**src/rtl/twtp_pkg.sv**
```systemverilog
// Package: constants, codes and record types of the timing wheel timer pool.
package twtp_pkg;

    // Wheel geometry and pool size
    localparam int SLOTS     = 60;
    localparam int TICK_UNIT = 1;
    localparam int ENTRIES   = 32;

    // Field widths
    localparam int ACT_W    = 2;
    localparam int TIME_W   = 24;
    localparam int ENTRY_W  = 5;
    localparam int SLOT_W   = 6;
    localparam int ROUNDS_W = 18;
    localparam int KIND_W   = 3;

    // Stream widths, padded to whole bytes
    localparam int IN_W    = 32;
    localparam int OUT_W   = 32;
    localparam int OUT_PAD = OUT_W - (ENTRY_W + SLOT_W + ROUNDS_W);

    // Rotation count saturates at the field maximum
    localparam int ROT_MAX = (2 ** ROUNDS_W) - 1;

    // Constant division by reciprocal multiply: for any x below 2**TIME_W,
    // x / d == (x * M) >> (TIME_W + L), L = clog2(d), M = ceil(2**(TIME_W+L) / d)
    localparam int     RECIP_W  = TIME_W + 1;
    localparam int     PROD_W   = TIME_W + RECIP_W;
    localparam int     TU_SHIFT = TIME_W + $clog2(TICK_UNIT);
    localparam int     SL_SHIFT = TIME_W + $clog2(SLOTS);
    localparam longint TU_RECIP = ((longint'(1) << TU_SHIFT) + TICK_UNIT - 1) / TICK_UNIT;
    localparam longint SL_RECIP = ((longint'(1) << SL_SHIFT) + SLOTS - 1) / SLOTS;
    localparam int     REM_W    = $clog2(SLOTS);
    localparam int     STEP_W   = 2;

    typedef enum logic [ACT_W-1:0] {
        ACT_ADD    = 2'd0,
        ACT_DELETE = 2'd1,
        ACT_TICK   = 2'd2,
        ACT_NONE   = 2'd3
    } t_action;

    typedef enum logic [KIND_W-1:0] {
        KIND_ADDED   = 3'd0,
        KIND_BAD     = 3'd1,
        KIND_FULL    = 3'd2,
        KIND_DELETED = 3'd3,
        KIND_UNUSED  = 3'd4,
        KIND_EXPIRED = 3'd5,
        KIND_DONE    = 3'd6
    } t_kind;

    typedef struct packed {
        logic [SLOT_W-1:0]   slot;
        logic [ROUNDS_W-1:0] rot;
    } t_mem_word;

    typedef struct packed {
        t_kind               kind;
        logic [ENTRY_W-1:0]  entry;
        logic [SLOT_W-1:0]   slot;
        logic [ROUNDS_W-1:0] rounds;
        logic                last;
    } t_result;

endpackage

```
**src/rtl/timing_wheel_timer_pool.sv**
```systemverilog
// Top level: single-level timing wheel over a fixed pool of timer entries.
//
// Timing wheel with twtp_pkg::SLOTS slots over a pool of twtp_pkg::ENTRIES timers.
// The input stream carries add, delete and tick requests (action on tuser); one
// request is taken at a time and s_axis_tready is high only while the block is idle.
// Add walks the valid bits one entry per cycle for the lowest free entry, then uses
// one shared reciprocal multiplier twice, timeout / TICK_UNIT and then ticks /
// SLOTS, and then forms ticks mod SLOTS before the entry is written. Add on a full
// pool reports once every entry is found valid. Delete or a negative timeout report
// through the pending-result state. Tick reads the entry memory one entry per cycle
// through its single registered read port while no expiry waits on m_axis_tready.
// Any request holds while a new result waits on m_axis_tready. Results sit in an
// output register, so a new request is taken while the last result waits. Every
// request that yields results ends with m_axis_tlast high; the unknown action
// yields none. Entry slot and rotation live in a memory with no reset; only valid
// bits reset.
module timing_wheel_timer_pool (
    input  logic                        i_clk,
    input  logic                        i_rst_n,
    // input stream
    input  logic                        s_axis_tvalid,
    output logic                        s_axis_tready,
    input  logic [twtp_pkg::IN_W-1:0]   s_axis_tdata,   // timeout[23:0], handle[28:24]
    input  logic [twtp_pkg::ACT_W-1:0]  s_axis_tuser,   // action[1:0]
    // result stream
    output logic                        m_axis_tvalid,
    input  logic                        m_axis_tready,
    output logic [twtp_pkg::OUT_W-1:0]  m_axis_tdata,   // entry[4:0], slot[10:5], rounds[28:11]
    output logic [twtp_pkg::KIND_W-1:0] m_axis_tuser,   // kind[2:0]
    output logic                        m_axis_tlast    // last result of the request
);

    typedef enum logic [6:0] {
        ST_IDLE = 7'b0000001,
        ST_FREE = 7'b0000010,   // search lowest free entry
        ST_DIV  = 7'b0000100,   // shared multiplier: ticks, rounds, remainder
        ST_ADD  = 7'b0001000,   // write entry, report handle
        ST_TICK = 7'b0010000,   // scan pool, one entry a cycle unless an expiry waits on the output
        ST_DONE = 7'b0100000,   // tick done, advance wheel
        ST_EMIT = 7'b1000000    // single pending result
    } t_state;

    localparam logic [twtp_pkg::ENTRY_W-1:0] LAST_IDX = twtp_pkg::ENTRY_W'(twtp_pkg::ENTRIES - 1);
    // divide sequence steps
    localparam logic [twtp_pkg::STEP_W-1:0]  STEP_TICKS  = 2'd0;
    localparam logic [twtp_pkg::STEP_W-1:0]  STEP_ROUNDS = 2'd1;

    t_state                         r_state, n_state;
    logic [twtp_pkg::ENTRIES-1:0]   r_valid, n_valid;
    logic [twtp_pkg::SLOT_W-1:0]    r_cur, n_cur;
    logic [twtp_pkg::ENTRY_W-1:0]   r_idx, n_idx;
    logic [twtp_pkg::ENTRY_W-1:0]   r_free, n_free;
    logic [twtp_pkg::STEP_W-1:0]    r_step, n_step;
    logic [twtp_pkg::TIME_W-1:0]    r_quo, n_quo;
    logic [twtp_pkg::TIME_W-1:0]    r_num, n_num;
    logic [twtp_pkg::REM_W-1:0]     r_rem, n_rem;
    twtp_pkg::t_result              r_res, n_res;
    logic                           r_out_valid;
    twtp_pkg::t_result              r_out;

    // entry memory
    twtp_pkg::t_mem_word            mem [twtp_pkg::ENTRIES];
    twtp_pkg::t_mem_word            r_rd;
    logic [twtp_pkg::ENTRY_W-1:0]   rd_addr;
    logic                           we;
    logic [twtp_pkg::ENTRY_W-1:0]   waddr;
    twtp_pkg::t_mem_word            wdata;

    // result push
    logic                           emit;
    twtp_pkg::t_result              res;
    logic                           out_free;

    // input fields
    twtp_pkg::t_action              in_act;
    logic [twtp_pkg::TIME_W-1:0]    in_time;
    logic [twtp_pkg::ENTRY_W-1:0]   in_handle;

    // shared multiplier datapath
    logic [twtp_pkg::RECIP_W-1:0]   mul_k;
    logic [twtp_pkg::PROD_W-1:0]    mul_p;
    logic [twtp_pkg::TIME_W-1:0]    mul_q;
    logic [twtp_pkg::TIME_W-1:0]    rem_full;

    // add / tick helpers
    logic [twtp_pkg::SLOT_W:0]      slot_sum;
    logic [twtp_pkg::SLOT_W-1:0]    add_slot;
    logic [twtp_pkg::ROUNDS_W-1:0]  add_rot;
    logic                           tick_hit;
    logic                           tick_expire;
    logic                           tick_adv;

    assign in_act    = twtp_pkg::t_action'(s_axis_tuser);
    assign in_time   = s_axis_tdata[twtp_pkg::TIME_W-1:0];
    assign in_handle = s_axis_tdata[twtp_pkg::TIME_W+twtp_pkg::ENTRY_W-1:twtp_pkg::TIME_W];

    assign out_free      = !r_out_valid || m_axis_tready;
    assign s_axis_tready = (r_state == ST_IDLE);

    // reciprocal multiply: first step divides by TICK_UNIT, second by SLOTS
    assign mul_k    = (r_step == STEP_TICKS) ? twtp_pkg::RECIP_W'(twtp_pkg::TU_RECIP)
                                             : twtp_pkg::RECIP_W'(twtp_pkg::SL_RECIP);
    assign mul_p    = twtp_pkg::PROD_W'(r_quo) * twtp_pkg::PROD_W'(mul_k);
    assign mul_q    = (r_step == STEP_TICKS) ? twtp_pkg::TIME_W'(mul_p >> twtp_pkg::TU_SHIFT)
                                             : twtp_pkg::TIME_W'(mul_p >> twtp_pkg::SL_SHIFT);
    // ticks mod SLOTS from ticks and the quotient
    assign rem_full = r_num - r_quo * twtp_pkg::TIME_W'(twtp_pkg::SLOTS);

    // slot = (current + ticks mod SLOTS) mod SLOTS; both terms are below SLOTS
    assign slot_sum = {1'b0, r_cur} + (twtp_pkg::SLOT_W+1)'(r_rem);
    assign add_slot = (slot_sum >= (twtp_pkg::SLOT_W+1)'(twtp_pkg::SLOTS))
                    ? twtp_pkg::SLOT_W'(slot_sum - (twtp_pkg::SLOT_W+1)'(twtp_pkg::SLOTS))
                    : slot_sum[twtp_pkg::SLOT_W-1:0];
    assign add_rot  = (r_quo > twtp_pkg::TIME_W'(twtp_pkg::ROT_MAX))
                    ? twtp_pkg::ROUNDS_W'(twtp_pkg::ROT_MAX)
                    : r_quo[twtp_pkg::ROUNDS_W-1:0];

    // tick scan: r_rd holds the entry at r_idx
    assign tick_hit    = r_valid[r_idx] && (r_rd.slot == r_cur);
    assign tick_expire = tick_hit && (r_rd.rot == '0);
    assign tick_adv    = !tick_expire || out_free;

    always_comb begin
        n_state = r_state;
        n_valid = r_valid;
        n_cur   = r_cur;
        n_idx   = r_idx;
        n_free  = r_free;
        n_step  = r_step;
        n_quo   = r_quo;
        n_num   = r_num;
        n_rem   = r_rem;
        n_res   = r_res;
        emit    = 1'b0;
        res     = r_res;
        we      = 1'b0;
        waddr   = r_free;
        wdata   = r_rd;
        rd_addr = '0;

        unique case (r_state)
            ST_IDLE: begin
                if (s_axis_tvalid) begin
                    n_res = '{kind: twtp_pkg::KIND_BAD, entry: '0, slot: '0, rounds: '0,
                              last: 1'b1};
                    unique case (in_act)
                        twtp_pkg::ACT_ADD: begin
                            if (in_time[twtp_pkg::TIME_W-1]) begin
                                n_state = ST_EMIT;
                            end else begin
                                n_idx   = '0;
                                n_quo   = in_time;
                                n_step  = STEP_TICKS;
                                n_state = ST_FREE;
                            end
                        end
                        twtp_pkg::ACT_DELETE: begin
                            if ((32'(in_handle) < twtp_pkg::ENTRIES) && r_valid[in_handle]) begin
                                n_valid[in_handle] = 1'b0;
                                n_res.kind  = twtp_pkg::KIND_DELETED;
                                n_res.entry = in_handle;
                            end else begin
                                n_res.kind  = twtp_pkg::KIND_UNUSED;
                            end
                            n_state = ST_EMIT;
                        end
                        twtp_pkg::ACT_TICK: begin
                            n_idx   = '0;
                            n_state = ST_TICK;
                        end
                        twtp_pkg::ACT_NONE: begin
                            n_state = ST_IDLE;
                        end
                        default: begin
                            n_state = ST_IDLE;
                        end
                    endcase
                end
            end

            ST_FREE: begin
                if (!r_valid[r_idx]) begin
                    n_free  = r_idx;
                    n_state = ST_DIV;
                end else if (r_idx == LAST_IDX) begin
                    n_res.kind = twtp_pkg::KIND_FULL;
                    n_state    = ST_EMIT;
                end else begin
                    n_idx = r_idx + 1'b1;
                end
            end

            ST_DIV: begin
                n_step = r_step + 1'b1;
                unique case (r_step)
                    STEP_TICKS: begin
                        // ticks = max(1, timeout / TICK_UNIT)
                        n_quo = (mul_q == '0) ? twtp_pkg::TIME_W'(1) : mul_q;
                    end
                    STEP_ROUNDS: begin
                        n_num = r_quo;
                        n_quo = mul_q;
                    end
                    default: begin
                        // ticks mod SLOTS, always below SLOTS
                        n_rem   = rem_full[twtp_pkg::REM_W-1:0];
                        n_state = ST_ADD;
                    end
                endcase
            end

            ST_ADD: begin
                if (out_free) begin
                    emit    = 1'b1;
                    res     = '{kind: twtp_pkg::KIND_ADDED, entry: r_free, slot: add_slot,
                                rounds: add_rot, last: 1'b1};
                    we      = 1'b1;
                    waddr   = r_free;
                    wdata   = '{slot: add_slot, rot: add_rot};
                    n_valid[r_free] = 1'b1;
                    n_state = ST_IDLE;
                end
            end

            ST_TICK: begin
                rd_addr = r_idx;
                if (tick_adv) begin
                    if (tick_hit && !tick_expire) begin
                        we    = 1'b1;
                        waddr = r_idx;
                        wdata = '{slot: r_rd.slot, rot: r_rd.rot - 1'b1};
                    end
                    if (tick_expire) begin
                        emit = 1'b1;
                        res  = '{kind: twtp_pkg::KIND_EXPIRED, entry: r_idx, slot: r_cur,
                                 rounds: '0, last: 1'b0};
                        n_valid[r_idx] = 1'b0;
                    end
                    if (r_idx == LAST_IDX) begin
                        rd_addr = '0;
                        n_state = ST_DONE;
                    end else begin
                        rd_addr = r_idx + 1'b1;
                        n_idx   = r_idx + 1'b1;
                    end
                end
            end

            ST_DONE: begin
                if (out_free) begin
                    emit    = 1'b1;
                    res     = '{kind: twtp_pkg::KIND_DONE, entry: '0, slot: r_cur,
                                rounds: '0, last: 1'b1};
                    n_cur   = (r_cur == twtp_pkg::SLOT_W'(twtp_pkg::SLOTS - 1))
                            ? '0 : r_cur + 1'b1;
                    n_state = ST_IDLE;
                end
            end

            ST_EMIT: begin
                if (out_free) begin
                    emit    = 1'b1;
                    res     = r_res;
                    n_state = ST_IDLE;
                end
            end

            default: begin
                n_state = ST_IDLE;
            end
        endcase
    end

    // entry memory: one write port, registered read
    always_ff @(posedge i_clk) begin
        if (we) begin
            mem[waddr] <= wdata;
        end
        r_rd <= mem[rd_addr];
    end

    // control state
    always_ff @(posedge i_clk) begin
        if (!i_rst_n) begin
            r_state     <= ST_IDLE;
            r_valid     <= '0;
            r_cur       <= '0;
            r_out_valid <= 1'b0;
        end else begin
            r_state <= n_state;
            r_valid <= n_valid;
            r_cur   <= n_cur;
            if (emit) begin
                r_out_valid <= 1'b1;
            end else if (m_axis_tready) begin
                r_out_valid <= 1'b0;
            end
        end
    end

    // datapath registers
    always_ff @(posedge i_clk) begin
        r_idx  <= n_idx;
        r_free <= n_free;
        r_step <= n_step;
        r_quo  <= n_quo;
        r_num  <= n_num;
        r_rem  <= n_rem;
        r_res  <= n_res;
        if (emit) begin
            r_out <= res;
        end
    end

    assign m_axis_tvalid = r_out_valid;
    assign m_axis_tdata  = {{twtp_pkg::OUT_PAD{1'b0}}, r_out.rounds, r_out.slot, r_out.entry};
    assign m_axis_tuser  = r_out.kind;
    assign m_axis_tlast  = r_out.last;

    // wheel position stays inside the wheel
    a_cur_range: assert property (@(posedge i_clk) disable iff (!i_rst_n)
        32'(r_cur) < twtp_pkg::SLOTS)
        else $error("current slot out of range");

    // a completed add claims exactly one entry
    a_add_claims: assert property (@(posedge i_clk) disable iff (!i_rst_n)
        (r_state == ST_ADD && out_free) |=>
            $countones(r_valid) == $past($countones(r_valid)) + 1)
        else $error("add did not claim one entry");

    // an expiry frees the entry it reports
    a_expire_frees: assert property (@(posedge i_clk) disable iff (!i_rst_n)
        (r_state == ST_TICK && tick_expire && out_free) |=> !r_valid[$past(r_idx)])
        else $error("expired entry still valid");

    // wheel advances only when the tick closes
    a_cur_hold: assert property (@(posedge i_clk) disable iff (!i_rst_n)
        !(r_state == ST_DONE && out_free) |=> $stable(r_cur))
        else $error("current slot moved outside tick done");

    // expiries are never the final result of a tick
    a_expire_not_last: assert property (@(posedge i_clk) disable iff (!i_rst_n)
        (m_axis_tvalid && m_axis_tuser == twtp_pkg::KIND_EXPIRED) |-> !m_axis_tlast)
        else $error("expired result marked last");

endmodule
```
**config.mk**
```make
export PLATFORM = sky130hd
export DESIGN_NAME = timing_wheel_timer_pool
export DESIGN_NICKNAME = d
export VERILOG_FILES = /design/src/rtl/twtp_pkg.sv /design/src/rtl/timing_wheel_timer_pool.sv
export SDC_FILE = /design/constraint.sdc
export NUM_CORES = 2
export LEC_CHECK = 0
export ABC_AREA = 1
export BUFFER_PORTS_ARGS = -buffer_cell sky130_fd_sc_hd__buf_2
export CORE_ASPECT_RATIO = 1.25
export CORE_MARGIN = 2
export CORE_UTILIZATION = 50
export DETAILED_ROUTE_END_ITERATION = 10
export PLACE_DENSITY_LB_ADDON = 0.08
export SYNTH_ARGS = -nofsm -noshare
export SYNTH_HDL_FRONTEND = slang
export SYNTH_SLANG_ARGS = --single-unit
```
**constraint.sdc**
```tcl
create_clock -name i_clk -period 7.2 [get_ports i_clk]
set_clock_uncertainty 0.2 [all_clocks]
set_input_delay 0.72 -clock i_clk [delete_from_list [all_inputs] [get_ports i_clk]]
set_output_delay 0.72 -clock i_clk [all_outputs]
set_load 0.02 [all_outputs]
```
# --- After elaboration in Yosys (flattened, before gate mapping) ---
# Memory sizes are Yosys's and may differ from the RTL's. A register that Yosys moved wholly into a read port is not among the register bits.
# Cells that the tools add are included.
word_totals:
  ff_bits: 135
  latchBits: 0
  ram_bits: 768
  mem_bits_ro: 0
  inputBits: 38
  out_inout_bits: 38
  elab_cells: 188
  mem_count: 1
classes:
  add_sub_neg: 7
  multipliers: 2
  n_div: 0
  order_cmp: 8
  eq_ne: 31
  n_shift: 0
  mux: 82
  bitwise: 7
  n_reduce_logical: 33
mem_list:
  columns: ["memory", "depth", "width", "read_ports", "rd_ports_with_merged_regs", "write_ports", "line", "rtl"]
  rows:
  - ["mem", 32, 24, 1, 1, 1, "timing_wheel_timer_pool.sv:62", "twtp_pkg::t_mem_word mem [twtp_pkg::ENTRIES];"]
ops:
  columns: ["op", "count"]
  rows:
  - ["$mux W32", 6]
  - ["$mux W33", 5]
  - ["$mux W24", 6]
  - ["$pmux W24 S2", 3]
  - ["$pmux W33 S3", 1]
  - ["$pmux W32 S3", 1]
  - ["$and A32 B32 Y32", 2]
  - ["$not A32 Y32", 2]
  - ["$mux W5", 12]
  - ["$mux W7", 8]
  - ["$mux W18", 3]
  - ["$mul A24 B25 Y49", 1]
  - ["$pmux W7 S5", 1]
  - ["$or A32 B32 Y32", 1]
  - ["$pmux W7 S4", 1]
  - ["$gt A24 B18 Y1 const B", 1]
  - ["$logic_not A24 Y1", 1]
  - ["$mul A24 B4 Y4 const B", 1]
  - ["$mux W21", 1]
  - ["$logic_not A18 Y1", 1]
  - ["$lt A5 B6 Y1 const B", 3]
  - ["$ne A2 B2 Y1 const B", 9]
  - ["$sub A18 B1 Y18 const B", 1]
  - ["$demux W1 S5", 3]
  - ["other kinds (48)", 96]

# --- Longest topological paths before layout ---
logic_depth:
  ltp_word: 11
  depth_mapped: 38
  depth_no_buf: 36

# --- Worst setup path before layout ---
# No wires, ideal clock.
synth_path:
  path_type: "reg2reg"
  startpoint: "register r_step[0] in the netlist's numbering"
  endpoint: "register r_quo[0] in the netlist's numbering, data pin"
  setup_time_ns: 0.146
  arrival_time_ns: 6.154
  required_time_ns: 6.854
  path_slack_ns: 0.700
  path_stages_with_launch: 35
  path_buffers: 3
  period_less_slack_ns: 6.500
  cell_sequence: "edfxtp_1 -> inv_1 -> ha_1 -> clkbuf_1 -> clkbuf_1 -> clkbuf_1 -> nor2_1 -> ha_1 -> fa_1 -> inv_1 -> fa_1 -> inv_1 -> fa_1 -> inv_1 -> fa_1 -> inv_1 -> ha_1 -> ha_1 -> nand2_1 -> nor2_1 -> nand2_1 -> inv_1 -> nand2_1 -> and2_1 -> nand2_1 -> nand2_1 -> nand2_1 -> nand2_1 -> nand3_1 -> nand3_1 -> nor2_1 -> nand2_1 -> nor2_1 -> nand2_1 -> a21oi_1"
synth_between:
  elab_chain_len: 8
  word_cells_on_any_way: 9
  classes_between: "1 x mul; 1 x eq/ne; 5 x mux; 2 x reduce/logical"
synth_rtl:
  columns: ["element", "line", "rtl"]
  rows:
  - ["start: declaration", "timing_wheel_timer_pool.sv:53", "logic [twtp_pkg::STEP_W-1:0] r_step, n_step;"]
  - ["start signal: assignment", "timing_wheel_timer_pool.sv:305", "r_step <= n_step;"]
  - ["$logic_not A2 Y1", "timing_wheel_timer_pool.sv:101, timing_wheel_timer_pool.sv:104, timing_wheel_timer_pool.sv:195", null]
  - ["$mux W21", "timing_wheel_timer_pool.sv:101", "assign mul_k = (r_step == STEP_TICKS) ? twtp_pkg::RECIP_W'(twtp_pkg::TU_RECIP)"]
  - ["$mul A24 B25 Y49", "timing_wheel_timer_pool.sv:103", "assign mul_p = twtp_pkg::PROD_W'(r_quo) * twtp_pkg::PROD_W'(mul_k);"]
  - ["$mux W24", "timing_wheel_timer_pool.sv:104", "assign mul_q = (r_step == STEP_TICKS) ? twtp_pkg::TIME_W'(mul_p >> twtp_pkg::TU_SHIFT)"]
  - ["$logic_not A24 Y1", "timing_wheel_timer_pool.sv:198", "n_quo = (mul_q == '0) ? twtp_pkg::TIME_W'(1) : mul_q;"]
  - ["$mux W24", "timing_wheel_timer_pool.sv:198", null]
  - ["$pmux W24 S2 *", "timing_wheel_timer_pool.sv:195", "unique case (r_step)"]
  - ["$pmux W24 S2 *", "timing_wheel_timer_pool.sv:141", "unique case (r_state)"]
  - ["named net n_quo (one bit)", "timing_wheel_timer_pool.sv:54", "logic [twtp_pkg::TIME_W-1:0] r_quo, n_quo;"]
  - ["end signal: assignment", "timing_wheel_timer_pool.sv:306", "r_quo <= n_quo;"]
  - ["end: declaration", "timing_wheel_timer_pool.sv:54", null]
# Mark *: on every way through the listed nets, which the timed path passes. The rest lies on a longest branch.
# A chain may end at the register's enable or synchronous reset.

# --- Worst setup path after layout ---
# Same ends and word-level chain as after synthesis.

==> flow_metrics.env <==
export IMPL_status="finished, final reports clean"
export IMPL_sw_frac_of_total=0.357
export IMPL_hold_path_startpoint="s_axis_tdata[11]"
export IMPL_syn_cell_area_sq_mm=0.0511
export IMPL_htree_levels=3
export IMPL_diodes=0
export IMPL_antenna_left=0
export IMPL_max_freq_mhz=150
export IMPL_syn_inst=5604
export IMPL_grt_usage=0.282
export IMPL_drv_slew=0
export IMPL_ir_drop_mv=0.277
export IMPL_switching_power_mw=5.77
export IMPL_cts_tree="done"
export IMPL_min_to="r_quo[11]$_DFFE_PP_"
export IMPL_routed_wl_um=148000
export IMPL_clock_sinks=927
export IMPL_wl_per_cell_um=21.2
export IMPL_cts_buffers=95
export IMPL_antenna_found_initial=1
export IMPL_grt_pass1_wl_um=227000
export IMPL_boundaryPins=76
export IMPL_syn_area_per_cell_sq_um=9.12
export IMPL_muxShareOfSynthArea=0
export IMPL_p_per_area_mw_per_mm2=288
export IMPL_port_buffer_count=69
export IMPL_p_total_mw=16.2
export IMPL_r2r_start="r_step[0]$_SDFFCE_PN0P_"
export IMPL_setup_viol=0
export IMPL_pwr_share_comb=0.291
export IMPL_endpoint_kind="register"
export IMPL_r2r_end="r_quo[0]$_DFFE_PP_"
export IMPL_crit_arrival_ns=7.00
export IMPL_crit_slowest_cell="fa_1"
export IMPL_place_gp_congestion=0.933
export IMPL_clk_pin_slew_worst_paths_ns=0.07
export IMPL_worstMarginPinSlew_ns=1.27
export IMPL_critical_path_class="register to register"
export IMPL_core_area_sq_mm=0.102
export IMPL_synth_fa_ha_area_frac=0.0796
export IMPL_total_leakage_power_nw=24.5
export IMPL_synth_main_ff_cell="edfxtp_1"
export IMPL_firstDrtPassIters=7
export IMPL_drc=0
export IMPL_hp_class="input port to register"
export IMPL_ys_seq_elements=927
export IMPL_synth_compound_area_frac=0.0441
export IMPL_setup_slack_ns=0.546
export IMPL_startpoint_type="register"
export IMPL_first_global_vias=37900
export IMPL_die_area_sq_mm=0.105
export IMPL_rsz0062_at_grt="no"
export IMPL_syn2layout_area_growth_pct=9.76
export IMPL_period_share=0.924
export IMPL_cap_violations=0
export IMPL_clkLatencyLatePin_ns=0.71
export IMPL_whs_path_depth=3
export IMPL_p_int_mw=10.4
export IMPL_cts_buffer_depth=3
export IMPL_dp_slack_ns=0.585
export IMPL_path_common_cell="nor2_1"
export IMPL_synth_edf_count=857
export IMPL_synth_xor_area_frac=0.00223
export IMPL_ys_warn_count=0
export IMPL_rr_worst_depth=28
export IMPL_finalCriticalPeriod_ns=6.65
export IMPL_initial_core_util=0.503
export IMPL_viasPerCell=5.62
export IMPL_synthArstFlopShare=0
export IMPL_die_w_um=290
export IMPL_grt_max_degree=188
export IMPL_drt_iter0_drc=3366
export IMPL_max_stage_delay_ns=0.55
export IMPL_hold_violations=0
export IMPL_synth_cell_types=56
export IMPL_hpwl_um=90800
export IMPL_ctsResizeCount=0
export IMPL_grt_ovfl_total=0
export IMPL_cp_max_fo=14
export IMPL_postCtsSetupBuffers=0
export IMPL_row_count=131
export IMPL_postCtsHoldBufs=0
export IMPL_slew_headroom=0.153
export IMPL_root_buffer="clkbuf_16"
export IMPL_worstPathRequired_ns=7.55
export IMPL_pwr_share_seq=0.413
export IMPL_die_height_um=361
export IMPL_final_setup_tns_ns=0
export IMPL_p_clk_frac=0.295
export IMPL_ys_seq_area_frac=0.531
export IMPL_synth_top_family_by_area="simple AND/OR/NAND/NOR gates"
export IMPL_path_delay_family="adder cells"
export IMPL_critical_path_buf_inv_count=5
export IMPL_synth_simple_area_share=0.230
export IMPL_fin_nets=5895
export IMPL_reg2reg_slack_ns=0.55
export IMPL_drive_gt1_frac=0.0689
export IMPL_vias=39300
==> layout make-up <==
cell class | instances | area, sq um
Multi-Input combinational cell | 3224 | 18600
Clock buffer | 122 | 2560
Inverter | 1156 | 4340
Sequential cell | 927 | 27100
Timing Repair Buffer | 176 | 1320
Clock inverter | 52 | 405
Tap cell | 1330 | 1660
Fill cell | 9198 | 45500
==> flip-flops by register name, summed over array words and instances, names as in the netlist, 7 cells and up <==
name / flops
r_valid: 32
r_quo: 24
r_state: 7
mem: 768
m_axis_tdata: 29
r_rd: 24
r_res: 8
==> worst max path at each step <==
stage | start | to | slack [ns] | cells after the start
2_1_floorplan | r_step[0]$_SDFFCE_PN0P_ | r_quo[0]$_DFFE_PP_ | 0.70 | 34
3_3_place_gp | r_step[0]$_SDFFCE_PN0P_ | r_quo[0]$_DFFE_PP_ | 0.65 | 29
3_5_place_dp | r_step[0]$_SDFFCE_PN0P_ | r_quo[0]$_DFFE_PP_ | 0.58 | 28
4_1_cts | r_step[0]$_SDFFCE_PN0P_ | r_quo[0]$_DFFE_PP_ | 0.55 | 28
5_1_grt | r_step[0]$_SDFFCE_PN0P_ | r_quo[0]$_DFFE_PP_ | 0.11 | 29
6_report | r_step[0]$_SDFFCE_PN0P_ | r_quo[0]$_DFFE_PP_ | 0.55 | 28
==> cells in the final DEF (no fill, tap or decap), types with 11 or more instances in the layout <==
master     count
a211oi_1      15
a21oi_1      120
a31oi_1       15
buf_12        14
buf_2         69
buf_4         93
clkbuf_1      21
clkbuf_16     97
clkinv_1      25
clkinv_2      13
dfxtp_1       70
edfxtp_1     857
fa_1          80
ha_1         197
inv_1       1147
nand2_1      967
nand3_1      815
nand4_1      404
nor2_1       231
nor2_4        34
nor3_1        39
o21ai_0      148
o22ai_1       28
xor2_1        11
==> cell families (layout without fill, tap and decap cells) <==
logic type | after synthesis | after routing
AOI/OAI and AO/OA | 396 | 396
xor gates and xnor gates | 13 | 13
adders and majority gates | 277 | 277
buffers and inverters | 1455 | 1506
DFF | 927 | 927
other | 1 | 3
and+or+nand+nor | 2535 | 2535
==> stage by stage <==
step / area, sq um / util / hold slack, ns / instances
2_1_floorplan: 51100 / - / 0.200 / 5606
3_3_place_gp: 53100 / 0.523 / 0.207 / 6813
3_5_place_dp: 53100 / 0.523 / 0.221 / 6813
4_1_cts: 56100 / 0.552 / 0.0665 / 6987
5_1_grt: 56100 / 0.552 / 0.104 / 6987
6_report: 56100 / 0.552 / 0.110 / 6987
==> power groups by stage <==
stage	Sequential, mW	Clock, mW	Combinational [mW]
6_report	6.68	4.77	4.71
5_1_grt	6.70	5.05	5.23
4_1_cts	6.68	4.85	4.66
3_5_place_dp	6.79	0	4.64
3_3_place_gp	6.79	0	4.62
2_1_floorplan	6.72	0	3.12
==> Yosys cell counts, types with 3 or more instances <==
library cell,number,area (sq um)
inv_1,1148,4310
nand2_1,967,3630
edfxtp_1,857,25700
nand3_1,815,4080
nand4_1,404,2530
nor2_1,266,998
ha_1,197,2460
buf_2,168,841
o21ai_0,152,761
a21oi_1,125,626
clkbuf_1,104,390
fa_1,80,1600
dfxtp_1,70,1400
nor3_1,39,195
o22ai_1,28,175
a211oi_1,15,113
a31oi_1,15,93.8
buf_4,12,90.1
buf_1,11,41.3
xor2_1,11,96.3
a22oi_1,10,75.1
nor4_1,8,50.1
o221ai_1,8,70.1
inv_2,7,26.3
nand3b_1,7,52.6
nor2_2,7,43.8
a21o_1,6,45.0
o211ai_1,6,45.0
o21a_1,6,45.0
a41oi_1,5,43.8
o21bai_1,5,37.5
o21ai_1,4,20.0
or2_2,4,25.0
a221oi_1,3,26.3
buf_6,3,33.8
nor3_2,3,30.0
nor3b_1,3,22.5
==> layer usage <==
| metal | vias up | routed length (um) | track usage |
|---|---|---|---|
| met3 | 297 | 9740 | 0.0430 |
| met2 | 1332 | 72100 | 0.478 |
| met5 | - | 11 | 0 |
| met1 | 18900 | 61100 | 0.365 |
| li1 | 18700 | - | - |
| met4 | 2 | 5190 | 0.105 |
==> worst min-delay path, cell delays in order <==
cell	delay (ns)
buf_2	0.08
nand2_1	0.05
nand2_1	0.06
(Power assumes the default switching activity.)
